`config.mk`:
```
export PLATFORM = sky130hd
export DESIGN_NAME = pvi_div
export DESIGN_NICKNAME = d
export VERILOG_FILES = /design/src/hdl/pvi_pkg.sv /design/src/hdl/pvi_div.sv
export SDC_FILE = /design/constraint.sdc
export NUM_CORES = 2
export LEC_CHECK = 0
export ABC_AREA = 0
export BUFFER_PORTS_ARGS = -buffer_cell sky130_fd_sc_hd__buf_4
export CORE_UTILIZATION = 65
export CTS_BUF_LIST = sky130_fd_sc_hd__clkbuf_16
export CTS_CLUSTER_SIZE = 28
export DETAILED_ROUTE_END_ITERATION = 6
export GPL_TIMING_DRIVEN = 0
export PLACE_DENSITY_LB_ADDON = 0.05
export SETUP_SLACK_MARGIN = 0.05
export SLEW_MARGIN = 20
export SYNTH_ARGS = -nofsm -noshare
export SYNTH_HDL_FRONTEND = slang
export SYNTH_SLANG_ARGS = --single-unit
export TNS_END_PERCENT = 50
```
`constraint.sdc`:
```
create_clock -name clk_i -period 10.71 [get_ports clk_i]
set_input_delay 1.6065 -clock clk_i [delete_from_list [all_inputs] [get_ports clk_i]]
set_output_delay 1.6065 -clock clk_i [all_outputs]
set_load 0.1 [all_outputs]
```
`src/hdl/pvi_pkg.sv`:
```
package pvi_pkg;

  localparam int SQ_STG   = 16;  // two root bits per stage
  localparam int DV_STG   = 12;  // two quotient bits per stage
  localparam int CARRY_STG = SQ_STG + DV_STG;
  localparam int PIPE_STG = 5 + CARRY_STG;

  typedef enum logic [1:0] {
    CMD_INT  = 2'd0,
    CMD_WRAP = 2'd1,
    CMD_LOAD = 2'd2,
    CMD_NOP  = 2'd3
  } cmd_e;

  typedef enum logic [2:0] {
    REG_FRICTION = 3'd0,
    REG_MAX_SPD  = 3'd1,
    REG_WIDTH    = 3'd2,
    REG_HEIGHT   = 3'd3,
    REG_COUNT    = 3'd4
  } reg_e;

  typedef struct packed {
    logic       vld;
    logic       err;
    logic [9:0] idx;
  } tag_t;

  typedef struct packed {
    logic        is_int;
    logic        clamp;
    logic [63:0] pos;
    logic [63:0] vel;
  } carry_t;

  typedef struct packed {
    logic [33:0] rem;
    logic [31:0] root;
  } sq_t;

  function automatic sq_t sq_step(sq_t s, logic [1:0] nb);
    logic [35:0] r;
    logic [35:0] t;
    sq_t         o;
    r = {s.rem, nb};
    t = {2'b00, s.root, 2'b01};
    if (r >= t) begin
      o.rem  = 34'(r - t);
      o.root = {s.root[30:0], 1'b1};
    end else begin
      o.rem  = r[33:0];
      o.root = {s.root[30:0], 1'b0};
    end
    return o;
  endfunction

  // returns {quotient bit, remainder}
  function automatic logic [33:0] dv_step(logic [32:0] r, logic b, logic [31:0] m);
    logic [33:0] t;
    logic [33:0] o;
    t = {r, b};
    if (t >= {2'b00, m}) begin
      o = {1'b1, 33'(t - {2'b00, m})};
    end else begin
      o = {1'b0, t[32:0]};
    end
    return o;
  endfunction

  function automatic logic [31:0] sat32(logic signed [33:0] v);
    logic [31:0] o;
    if (v > 34'sd2147483647) begin
      o = 32'h7fff_ffff;
    end else if (v < -34'sd2147483648) begin
      o = 32'h8000_0000;
    end else begin
      o = v[31:0];
    end
    return o;
  endfunction

  function automatic logic [31:0] wrap_axis(logic [31:0] p, logic [12:0] sz);
    logic signed [33:0] t;
    logic signed [33:0] w;
    t = 34'($signed(p));
    w = $signed({5'b0, sz, 16'b0});
    if (t < 0) begin
      t = t + w;
    end
    if (t > w) begin
      t = t - w;
    end
    return t[31:0];
  endfunction

endpackage

```
`src/hdl/pvi_div.sv`:
```
module pvi_div
  import pvi_pkg::*;
(
  input  logic        clk_i,
  input  logic        en_i,
  input  logic [55:0] dvd_i,
  input  logic [31:0] dvs_i,
  output logic [23:0] quo_o
);

  logic [32:0] r_q  [DV_STG];
  logic [23:0] q_q  [DV_STG];
  logic [23:0] lo_q [DV_STG];
  logic [31:0] m_q  [DV_STG];

  for (genvar g = 0; g < DV_STG; g++) begin : g_stg
    logic [32:0] r_in;
    logic [23:0] q_in;
    logic [23:0] lo_in;
    logic [31:0] m_in;
    logic [33:0] s_a;
    logic [33:0] s_b;

    if (g == 0) begin : g_first
      assign r_in  = {1'b0, dvd_i[55:24]};
      assign q_in  = '0;
      assign lo_in = dvd_i[23:0];
      assign m_in  = dvs_i;
    end else begin : g_next
      assign r_in  = r_q[g-1];
      assign q_in  = q_q[g-1];
      assign lo_in = lo_q[g-1];
      assign m_in  = m_q[g-1];
    end

    always_comb begin
      s_a = dv_step(r_in, lo_in[23], m_in);
      s_b = dv_step(s_a[32:0], lo_in[22], m_in);
    end

    always_ff @(posedge clk_i) begin
      if (en_i) begin
        r_q[g]  <= s_b[32:0];
        q_q[g]  <= {q_in[21:0], s_a[33], s_b[33]};
        lo_q[g] <= {lo_in[21:0], 2'b00};
        m_q[g]  <= m_in;
      end
    end
  end

  assign quo_o = q_q[DV_STG-1];

endmodule

```
-- Yosys cells after proc, flatten, opt, wreduce, memory -nomap -nowiden
Memories as Yosys holds them, arrays and structs flattened.
Cells that the tools add are included.
- $add $sub $neg: 24
- order comparisons: 24
- muxes and demuxes: 26
- operator list (cell ; count):
    2-to-1 mux 34 bit ; 24
    subtractor 33 x 32 -> 33 bit ; 24
    greater-or-equal comparator 34 x 32 -> 1 bit ; 23
    greater-or-equal comparator 33 x 32 -> 1 bit ; 1
    2-to-1 mux 1 bit ; 2
- register bits after elaboration: 0
- bits in writable memories: 1332
- word-level logic and storage cells: 78
- memories: 4
- memory list (name ; depth ; bits a word ; rd ports ; clocked after Yosys merged registers in ; wr ports ; RTL line ; source):
    r_q ; 12 ; 33 ; 11 ; 0 ; 12 ; pvi_div.sv:11 ; logic [32:0] r_q [DV_STG];
    m_q ; 12 ; 32 ; 11 ; 0 ; 12 ; pvi_div.sv:14 ; logic [31:0] m_q [DV_STG];
    q_q ; 12 ; 24 ; 12 ; 0 ; 12 ; pvi_div.sv:12 ; logic [23:0] q_q [DV_STG];
    lo_q ; 12 ; 22 ; 11 ; 0 ; 12 ; pvi_div.sv:13 ; logic [23:0] lo_q [DV_STG];

-- Longest topological paths before layout
An unclocked memory read counts as a cell.
- word-level depth: 5
- depth in mapped cells: 32
- mapped depth without buffers: 28

-- Worst setup path before layout
OpenSTA, ideal clock, no wires.
- path type: input port to flip-flop
- start point: input dvs_i[4]
- end point: memory r_q[0][12] (data pin)
- arrival time: 6.639 ns
- slack: 3.811 ns
- stages: 24
- cell sequence: inv_1 -> ha_1 -> or4_1 -> o221a_2 -> o22ai_2 -> a311o_1 -> a31oi_1 -> and3_1 -> a21oi_2 -> clkbuf_1 -> o21ai_0 -> fa_1 -> a21o_1 -> a21oi_1 -> o2111ai_1 -> nand2_1 -> o221ai_1 -> nand2_1 -> a21o_1 -> a21boi_0 -> a21oi_1 -> o21a_1 -> buf_2 -> mux2_2
- RTL lines (element ; RTL line ; source):
    start: declaration ; pvi_div.sv:7 ; input logic [31:0] dvs_i,
    end: declaration ; pvi_div.sv:11 ;

==> flow_metrics.tcl <==
set metrics [dict create \
    outcome "completed" \
    synth_fp_nets 8484 \
    antenna_found_initial 3 \
    worst_pin_slew_ps 1430 \
    design.portCount 114 \
    fmax_mhz 114 \
    postCtsSetupRepairBufs 0 \
    first_iter_violations 5213 \
    fin_skew_ps 57.5 \
    cts.sinks 1003 \
    fin_ws_ps 1910 \
    cp_top_family "compound AO/OA/AOI/OAI gates" \
    synth_most_common_cell "edfxtp_1" \
    clkTransAtPathRegs_ps 60 \
    syn_avg_cell_area_um2 9.99 \
    layout-drive-gt1-share 0.104 \
    syn_area_um2 75900 \
    relSlewSlack 0.0394 \
    cts-root-buf "clkbuf_16" \
    required_ps 11030 \
    synth_seq_cells 1003 \
    finalCriticalPeriod_ps 8800 \
    async_reset_ff_frac 0 \
    grt_pass1_wl_mm 327 \
    finalCritPeriodShare 0.822 \
    yosysUniqueCellTypes 100 \
    port_buffers 113 \
    core_um2 116000 \
    numCtsBuffers 107 \
    avgRoutedWirePerCell_um 23.0 \
    htreeDepth 3 \
    track_usage 0.361 \
    vias 60300 \
    final_hold_viol_count 0 \
    hpwl_mm 172 \
    synth_edf_count 1003 \
    place_area_um2 78900 \
    fin_area_um2 82500 \
    syn2layout_area_growth_pct 8.59 \
    worstSetupStartpointType "register" \
    synthTopCellsByCount "edfxtp_1, ha_1, a21oi_1, inv_1, nand2_1" \
    hp-class "register to register" \
    post-route-util 0.711 \
    holdBufCountCts 0 \
    worstSkewPairLatency_ps 750 \
    grt_max_degree 168 \
    synth-main-ff-cell "edfxtp_1" \
    nets 8713 \
    finalMaxSlewViolations 0 \
    yosysTopAreaCell "edfxtp_1" \
    max_stage_delay_ps 1080 \
    gr-total-overflow 0 \
    yosys-top-cells-area "edfxtp_1, ha_1, mux2_2" \
    synth_cells 7603 \
    clk_path_buf_depth 3 \
    firstDrtPassIters 6 \
    die_w_um 344 \
    cts_tree "yes" \
    slowest_stage "o21ai_0" \
    cts_resized 0 \
    rsz0062_at_grt "no" \
    ys_seq_area_frac 0.397 \
    antenna_left 0 \
    pre_cts_slack_ps 2180 \
    diodes 0 \
    placed_cells 9247 \
    synth_warnings 0 \
    die-area_um2 118000 \
    wl_mm 217 \
    fp.dieH_um 344 \
    setup.worst_path.class "register to register" \
    synth_top_area_frac 0.397 \
    start_util 0.654 \
    finalSetupViolations 0 \
    worstPathArrival_ps 9120 \
    path_max_fanout 10 \
    cap_violations 0 \
    crit_buf_inv 5 \
    gp_congestion 1.01 \
    grt_pass1_vias 58200 \
    crit_path_end_kind "register" \
    drcViolationCount 0 \
    rows 125 \
    via_per_inst 6.39 \
    stdcell_count 9442 \
]
-- final cells by class --
class | instances | area, µm²
Inverter | 606 | 2270
Tap cell | 1524 | 1910
Buffer | 143 | 674
Sequential cell | 1003 | 30100
Fill cell | 8792 | 33600
Clock inverter | 87 | 853
Multi-Input combinational cell | 5851 | 42900
Timing Repair Buffer | 120 | 1060
Clock buffer | 108 | 2700
-- cells by family (layout without fill, tap and decap cells) --
logic type / count (synthesis) / after routing / share of synthesized area
compound gates: 2253 / 2253 / 0.187
simple gates: 1758 / 1758 / 0.111
flops: 1003 / 1003 / 0.397
fa+ha+maj: 791 / 791 / 0.133
buf+inv: 749 / 1064 / 0.0388
xor+xnor: 631 / 631 / 0.0728
mux: 418 / 418 / 0.0617
-- per-stage QoR --
stage	hold WS [ps]	TNS [ps]
after floorplan	400	0
after detailed placement	405	0
after CTS	409	0
final	407	0
after global routing	417	0
after global placement	400	-136580
-- path summary, 6_finish.rpt --
check / from / end / slack [ps] / cells past startpoint
min reg2reg: q_q[2][34]$_DFFE_PP_ / q_q[2][60]$_DFFE_PP_ / 410 / 0
max reg2reg: lo_q[8][21]$_DFFE_PP_ / r_q[9][31]$_DFFE_PP_ / 1910 / 30
max: lo_q[8][21]$_DFFE_PP_ / r_q[9][31]$_DFFE_PP_ / 1910 / 30
min: q_q[2][34]$_DFFE_PP_ / q_q[2][60]$_DFFE_PP_ / 410 / 0
-- state kept, by name, indices dropped and copies added, names as in the netlist --
name and flops:
lo_q 132, m_q 352, q_q 156, r_q 363
-- layout by cell type (no fill, tap or decap), types with 17 or more instances in the layout --
master	netlist	routed
a211o_1	24	24
or3_1	35	35
a221oi_1	17	17
nand3_1	141	141
mux2_2	392	392
o21bai_1	123	123
buf_2	32	32
nand2b_1	101	101
o211ai_1	33	33
nor2b_1	85	85
nor4_1	21	21
clkbuf_16	0	108
mux2i_1	21	21
and4_1	17	17
nand2_1	544	544
xnor2_1	434	434
buf_4	10	122
xor2_1	197	197
a21oi_1	711	711
o31ai_1	61	61
fa_1	23	23
and3_1	43	43
a31oi_1	57	57
clkinv_2	0	20
o21a_1	107	107
o21ai_0	505	505
inv_1	602	611
and2_1	35	35
a211oi_1	57	57
nand4_1	115	115
edfxtp_1	1003	1003
nor2_1	438	438
clkbuf_1	89	89
ha_1	768	768
a31o_2	25	25
or2_2	23	23
nor3_1	110	110
a21o_1	321	321
-- routing by layer --
metal  track usage  vias to the layer above  share of wire
met5             0                        -              0
met4         0.256                        0          0.078
met3        0.0486                      636          0.064
met2         0.604                     2362           0.47
met1         0.430                    28600           0.39
li1              -                    28700              -
Power is not shown: default switching activity piles up to over one toggle a cycle in this logic, so the estimate is an artifact.
