==> src/hdl/pvi_pkg.sv <==
package pvi_pkg;

  localparam int SQ_STG   = 16;  // two root bits per stage
  localparam int DV_STG   = 12;  // two quotient bits per stage
  localparam int CARRY_STG = SQ_STG + DV_STG;
  localparam int PIPE_STG = 5 + CARRY_STG;

  typedef enum logic [1:0] {
    CMD_INT  = 2'd0,
    CMD_WRAP = 2'd1,
    CMD_LOAD = 2'd2,
    CMD_NOP  = 2'd3
  } cmd_e;

  typedef enum logic [2:0] {
    REG_FRICTION = 3'd0,
    REG_MAX_SPD  = 3'd1,
    REG_WIDTH    = 3'd2,
    REG_HEIGHT   = 3'd3,
    REG_COUNT    = 3'd4
  } reg_e;

  typedef struct packed {
    logic       vld;
    logic       err;
    logic [9:0] idx;
  } tag_t;

  typedef struct packed {
    logic        is_int;
    logic        clamp;
    logic [63:0] pos;
    logic [63:0] vel;
  } carry_t;

  typedef struct packed {
    logic [33:0] rem;
    logic [31:0] root;
  } sq_t;

  function automatic sq_t sq_step(sq_t s, logic [1:0] nb);
    logic [35:0] r;
    logic [35:0] t;
    sq_t         o;
    r = {s.rem, nb};
    t = {2'b00, s.root, 2'b01};
    if (r >= t) begin
      o.rem  = 34'(r - t);
      o.root = {s.root[30:0], 1'b1};
    end else begin
      o.rem  = r[33:0];
      o.root = {s.root[30:0], 1'b0};
    end
    return o;
  endfunction

  // returns {quotient bit, remainder}
  function automatic logic [33:0] dv_step(logic [32:0] r, logic b, logic [31:0] m);
    logic [33:0] t;
    logic [33:0] o;
    t = {r, b};
    if (t >= {2'b00, m}) begin
      o = {1'b1, 33'(t - {2'b00, m})};
    end else begin
      o = {1'b0, t[32:0]};
    end
    return o;
  endfunction

  function automatic logic [31:0] sat32(logic signed [33:0] v);
    logic [31:0] o;
    if (v > 34'sd2147483647) begin
      o = 32'h7fff_ffff;
    end else if (v < -34'sd2147483648) begin
      o = 32'h8000_0000;
    end else begin
      o = v[31:0];
    end
    return o;
  endfunction

  function automatic logic [31:0] wrap_axis(logic [31:0] p, logic [12:0] sz);
    logic signed [33:0] t;
    logic signed [33:0] w;
    t = 34'($signed(p));
    w = $signed({5'b0, sz, 16'b0});
    if (t < 0) begin
      t = t + w;
    end
    if (t > w) begin
      t = t - w;
    end
    return t[31:0];
  endfunction

endpackage

==> src/hdl/pvi_sqrt.sv <==
module pvi_sqrt
  import pvi_pkg::*;
(
  input  logic        clk_i,
  input  logic        en_i,
  input  logic [63:0] rad_i,
  output logic [31:0] root_o
);

  sq_t         st_q [SQ_STG];
  logic [63:0] n_q  [SQ_STG];

  for (genvar g = 0; g < SQ_STG; g++) begin : g_stg
    sq_t         s_in;
    logic [63:0] n_in;
    sq_t         s_a;
    sq_t         s_b;

    if (g == 0) begin : g_first
      assign s_in = '0;
      assign n_in = rad_i;
    end else begin : g_next
      assign s_in = st_q[g-1];
      assign n_in = n_q[g-1];
    end

    always_comb begin
      s_a = sq_step(s_in, n_in[63:62]);
      s_b = sq_step(s_a, n_in[61:60]);
    end

    always_ff @(posedge clk_i) begin
      if (en_i) begin
        st_q[g] <= s_b;
        n_q[g]  <= {n_in[59:0], 4'b0};
      end
    end
  end

  assign root_o = st_q[SQ_STG-1].root;

endmodule

==> config.mk <==
export PLATFORM = sky130hd
export DESIGN_NAME = pvi_sqrt
export DESIGN_NICKNAME = d
export VERILOG_FILES = /design/src/hdl/pvi_pkg.sv /design/src/hdl/pvi_sqrt.sv
export SDC_FILE = /design/constraint.sdc
export NUM_CORES = 2
export LEC_CHECK = 0
export BUFFER_PORTS_ARGS = -buffer_cell sky130_fd_sc_hd__buf_2
export CORE_MARGIN = 3
export CORE_UTILIZATION = 50
export CTS_BUF_LIST = sky130_fd_sc_hd__clkbuf_16
export DETAILED_ROUTE_END_ITERATION = 12
export GPL_TIMING_DRIVEN = 1
export PLACE_DENSITY = 0.66
export SLEW_MARGIN = 10
export SYNTH_ARGS = -nofsm -noshare
export SYNTH_HDL_FRONTEND = slang
export SYNTH_SLANG_ARGS = --single-unit
==> constraint.sdc <==
create_clock -name clk_i -period 19.9 [get_ports clk_i]
set_clock_uncertainty 0.2 [all_clocks]
set_input_delay 5.97 -clock clk_i [delete_from_list [all_inputs] [get_ports clk_i]]
set_output_delay 5.97 -clock clk_i [all_outputs]
set_load 0.005 [all_outputs]
Yosys cells after proc, flatten, opt, wreduce, memory -nomap -nowiden
Memories as Yosys holds them, arrays and structs flattened.
Index checks and enable logic that the tools add are counted.
- add/sub/neg operators: 32
- order comparisons: 32
- muxes and demuxes: 34
- operators with widths (operator ; count):
    66-bit two-way mux ; 32
    36-bit by 34-bit >= comparator with 1-bit output ; 31
    34-bit subtractor ; 31
    2-bit by 1-bit subtractor with 3-bit output, second input constant ; 1
    2-bit by 1-bit >= comparator with 1-bit output, second input constant ; 1
    1-bit two-way mux ; 2
- bits in registers: 0
- memory bits (writable): 2016
- bits of input ports: 66
- output and inout port bits: 32
- word-level logic and storage cells: 100
- memories: 2
- memories (memory ; words ; width ; read ports ; clocked after memory_dff ; wr ports ; line ; RTL):
    st_q ; 16 ; 66 ; 16 ; 0 ; 16 ; pvi_sqrt.sv:10 ; sq_t st_q [SQ_STG];
    n_q ; 16 ; 60 ; 15 ; 0 ; 16 ; pvi_sqrt.sv:11 ; logic [63:0] n_q [SQ_STG];

Longest topological paths before layout
An unclocked memory read counts as a cell.
- depth in word-level cells: 5
- gate-level depth with buffers: 30
- depth with buffers taken out: 27

Worst setup path before layout
No wires, ideal clock.
- path kind: input to register
- start: input port rad_i[60]
- end: memory st_q[0][37] (netlist name) (data pin)
- library setup time: 0.255 ns
- arrival: 6.878 ns
- required time: 19.445 ns
- setup slack: 12.567 ns
- stages on the path: 6
- path buffers: 0
- cells stage by stage: inv_1 -> ha_1 -> nand2b_1 -> o21ai_1 -> inv_1 -> and2_1
- RTL lines (item ; line ; RTL):
    start: declaration ; pvi_sqrt.sv:6 ; input logic [63:0] rad_i,
    end: declaration ; pvi_sqrt.sv:10 ;

==> flow_summary.ini <==
[sta]
setup_tns_ns = 0
worst_hold_slack_across_all_endpoints_ns = 0.205
finalWorstPathRequiredPeriod_ns = 9.11
setup_viol = 0
max_clock_freq_mhz = 110
setup_repair_after_global_routing_missed_its_margin = no
fin_crit_sh_pct = 45.8
timing_max_transition_violations_final = 0
hold_viol_final = 0
worst_pin_slew_ns = 1.07
slew-limit-headroom_pct = 27.8

[worst_setup_path]
worstRegToRegCells = 24
worst_setup_path_start_kind = primary input
critPathRequiredTime_ns = 20.07
critical_path_peak_fanout = 189
critical_path_class = primary input to register
worst_setup_path_end_kind = register
critPathArrivalTime_ns = 9.28

[logic_synthesis]
portion_of_the_post_synthesis_area_used_by_sequential_elements_pct = 46.1
synthesis.instances = 7993
synth-adder-area-share_pct = 8.66
synth-seq-cells = 1239
main_combinational_cell_family_by_area_after_synthesis = simple AND/OR/NAND/NOR gates
yosys.cell_types.count = 102
syn-cell-area_um2 = 80600
yosys.area.top_type_share_pct = 46.1
synth-main-ff-cell = sky130_fd_sc_hd__edfxtp_1
synth_warnings = 0
synthMuxAreaShare_pct = 1.53
yosys.area.top_type = sky130_fd_sc_hd__edfxtp_1
share_of_flip_flops_with_an_asynchronous_set_or_reset_pct = 0
yosys-top-cells-area = sky130_fd_sc_hd__edfxtp_1, sky130_fd_sc_hd__ha_1, sky130_fd_sc_hd__xnor2_1, sky130_fd_sc_hd__a21oi_1, sky130_fd_sc_hd__xor2_1
avgSynthCellArea_um2 = 10.1
synth_simple_gate_area_share_pct = 16.1
share_of_the_synthesized_netlist_area_taken_by_xor_and_xnor_gates_pct = 8.47
synth_enable_flop_cells = 1239
synth_compound_gate_area_share_pct = 15.9

[floorplan]
top_level_ports = 98
initial_core_util_pct = 50.6
die_h_um = 408
core_um2 = 159000
die_area_um2 = 166000
fp-row-count = 146
die_width_um = 408

[power_and_ir_drop]
power_per_cell_area_nw_per_um2 = 130
vdd_ir_drop_max_v = 0.0000933
power.combinational.fraction_pct = 44.5
clock_power_share_pct = 21.7
switch_pwr_uw = 4420
power.share.sequential_pct = 33.8
power_switching_share_pct = 38.5
p_int_uw = 7040
leakage_uw = 0.0342

[place]
buffer_ports.inserted = 97
hpwl_after_detailed_placement_um = 156000
final_gp_congestion = 0.949

[detailed_routing]
drtIter0Drc = 5106
average_detailed_routed_wire_length_per_instance_um = 19.7
drc_violations = 0
viasPerCell = 5.94
drt.antenna.violating_nets = 0
detailroute.via_count = 61170
sum_of_routed_wire_length_over_all_layers_um = 203000
initial_drt_pass_iterations = 8

[finish]
growth_of_design_area_from_synthesis_to_finish_pct = 8.88
finish.net_count = 8678
final_layout_size_suffix_gt1_share_pct = 6.35

[clocking]
cts_htree_levels = 4
post_cts_resized = 0
cts_root_buf = sky130_fd_sc_hd__clkbuf_16
clkSinkCount = 1239
tritoncts = built
clk-insertion-delay-late_ns = 0.76
cts_post_setup_buffers_inserted = 0
cts.reportedPaths.clkPinSlew_ns = 0.06
numCtsBuffers = 134
cts.path.max_buffers = 3
postCtsHoldBufs = 0

[hold_path]
min_path_cells = 0
worst_hold_path_type = register to register

[global_routing]
grt_first_pass_wirelength_um = 318000
number_of_antenna_violations_at_the_first_check_in_global_routing = 5
grt_util_all_layers_pct = 23.6
largest_net_degree_at_the_start_of_global_routing = 208
grt_pass1_vias = 58132
gr-total-overflow = 0

[run]
max-cap-violations = 0

[status]
result_of_the_run = complete, no violations
==> stage by stage <==
step	util (%)	total power, uW	instances	cell area, um^2	setup slack (ns)
global route	55.1	12200	10304	87800	10.61
CTS	55.1	11500	10304	87800	10.82
global placement	52.3	8870	10064	83300	10.11
floorplan	-	7610	7995	80600	12.57
detailed placement	52.3	8930	10064	83300	10.01
finish	55.1	11500	10306	87800	10.79
==> area by class of cell <==
| class | instances | area [um^2] |
|---|---|---|
| antenna | 2 | 5.00 |
| sequential | 1239 | 37200 |
| tap | 2146 | 2690 |
| timing repair buffer | 132 | 788 |
| multi-input combinational | 6074 | 40900 |
| inverter | 473 | 1780 |
| clock inverter | 103 | 1020 |
| clock buffer | 137 | 3430 |
| fill | 14101 | 71500 |
==> metal layers <==
metal,GRT usage [%],part of all wire [%]
met1,31.2,43
met2,40.3,48
met3,2.92,5.0
met4,8.00,3.4
met5,0,0
==> synth_stat cells, drive strengths merged, types with 78 or more instances <==
library cell,number
nor4,108
nor3,219
o21ai,475
nor2,613
xor2,325
a21o,250
a21oi,634
inv,472
nand4,135
nor2b,86
edfxtp,1239
nand2b,105
mux2,83
nand3,174
ha,558
xnor2,455
nand2,683
or3,82
o21a,78
clkbuf,166
==> registers in the layout, indices dropped and copies added (netlist names) <==
signal	count
n_q	480
st_q	759
==> power groups by stage <==
stage	registers [uW]	clock network, uW	logic [uW]
floorplan	3720	0	3890
global placement	3910	0	4960
detailed placement	3920	0	5000
CTS	3870	2560	5050
global route	3910	2670	5660
finish	3870	2490	5100
==> kinds of logic (layout without fill, tap and decap cells) <==
kind of cell,count (synthesis),in the layout
buf+inv,682,845
xor+xnor,780,780
flops,1239,1239
compound gates,2033,2033
fa+ha+maj,558,558
simple gates,2587,2587
mux,113,113
other cells,1,5
==> path summary, 6_finish.rpt <==
check,slack (ns),endpoint,start
worst max-delay path,10.79,st_q[1][280],en_i
worst min-delay path,0.21,n_q[0][154],n_q[0][90]
worst max register to register,12.02,st_q[1][445],n_q[1][358]
worst min register to register,0.21,n_q[0][154],n_q[0][90]
==> cell usage in the layout, fill, tap and decap left out, types with 104 or more instances in the layout <==
| master | netlist | layout |
|---|---|---|
| sky130_fd_sc_hd__nand2_1 | 682 | 682 |
| sky130_fd_sc_hd__a21oi_1 | 634 | 634 |
| sky130_fd_sc_hd__nand4_1 | 135 | 135 |
| sky130_fd_sc_hd__nand3_1 | 172 | 172 |
| sky130_fd_sc_hd__nand2b_1 | 104 | 104 |
| sky130_fd_sc_hd__nor3_1 | 219 | 219 |
| sky130_fd_sc_hd__a21o_1 | 250 | 250 |
| sky130_fd_sc_hd__ha_1 | 558 | 558 |
| sky130_fd_sc_hd__clkbuf_16 | 0 | 137 |
| sky130_fd_sc_hd__o21ai_0 | 462 | 462 |
| sky130_fd_sc_hd__xnor2_1 | 455 | 455 |
| sky130_fd_sc_hd__nor2_1 | 613 | 612 |
| sky130_fd_sc_hd__xor2_1 | 325 | 325 |
| sky130_fd_sc_hd__edfxtp_1 | 1239 | 1239 |
| sky130_fd_sc_hd__inv_1 | 466 | 485 |
==> worst max-delay path: stages <==
cell and delay [ns]:
sky130_fd_sc_hd__buf_12 0.43, sky130_fd_sc_hd__buf_4 0.79, sky130_fd_sc_hd__buf_12 0.72, sky130_fd_sc_hd__buf_4 0.76
Note: power is estimated with default switching activity, not from simulation.
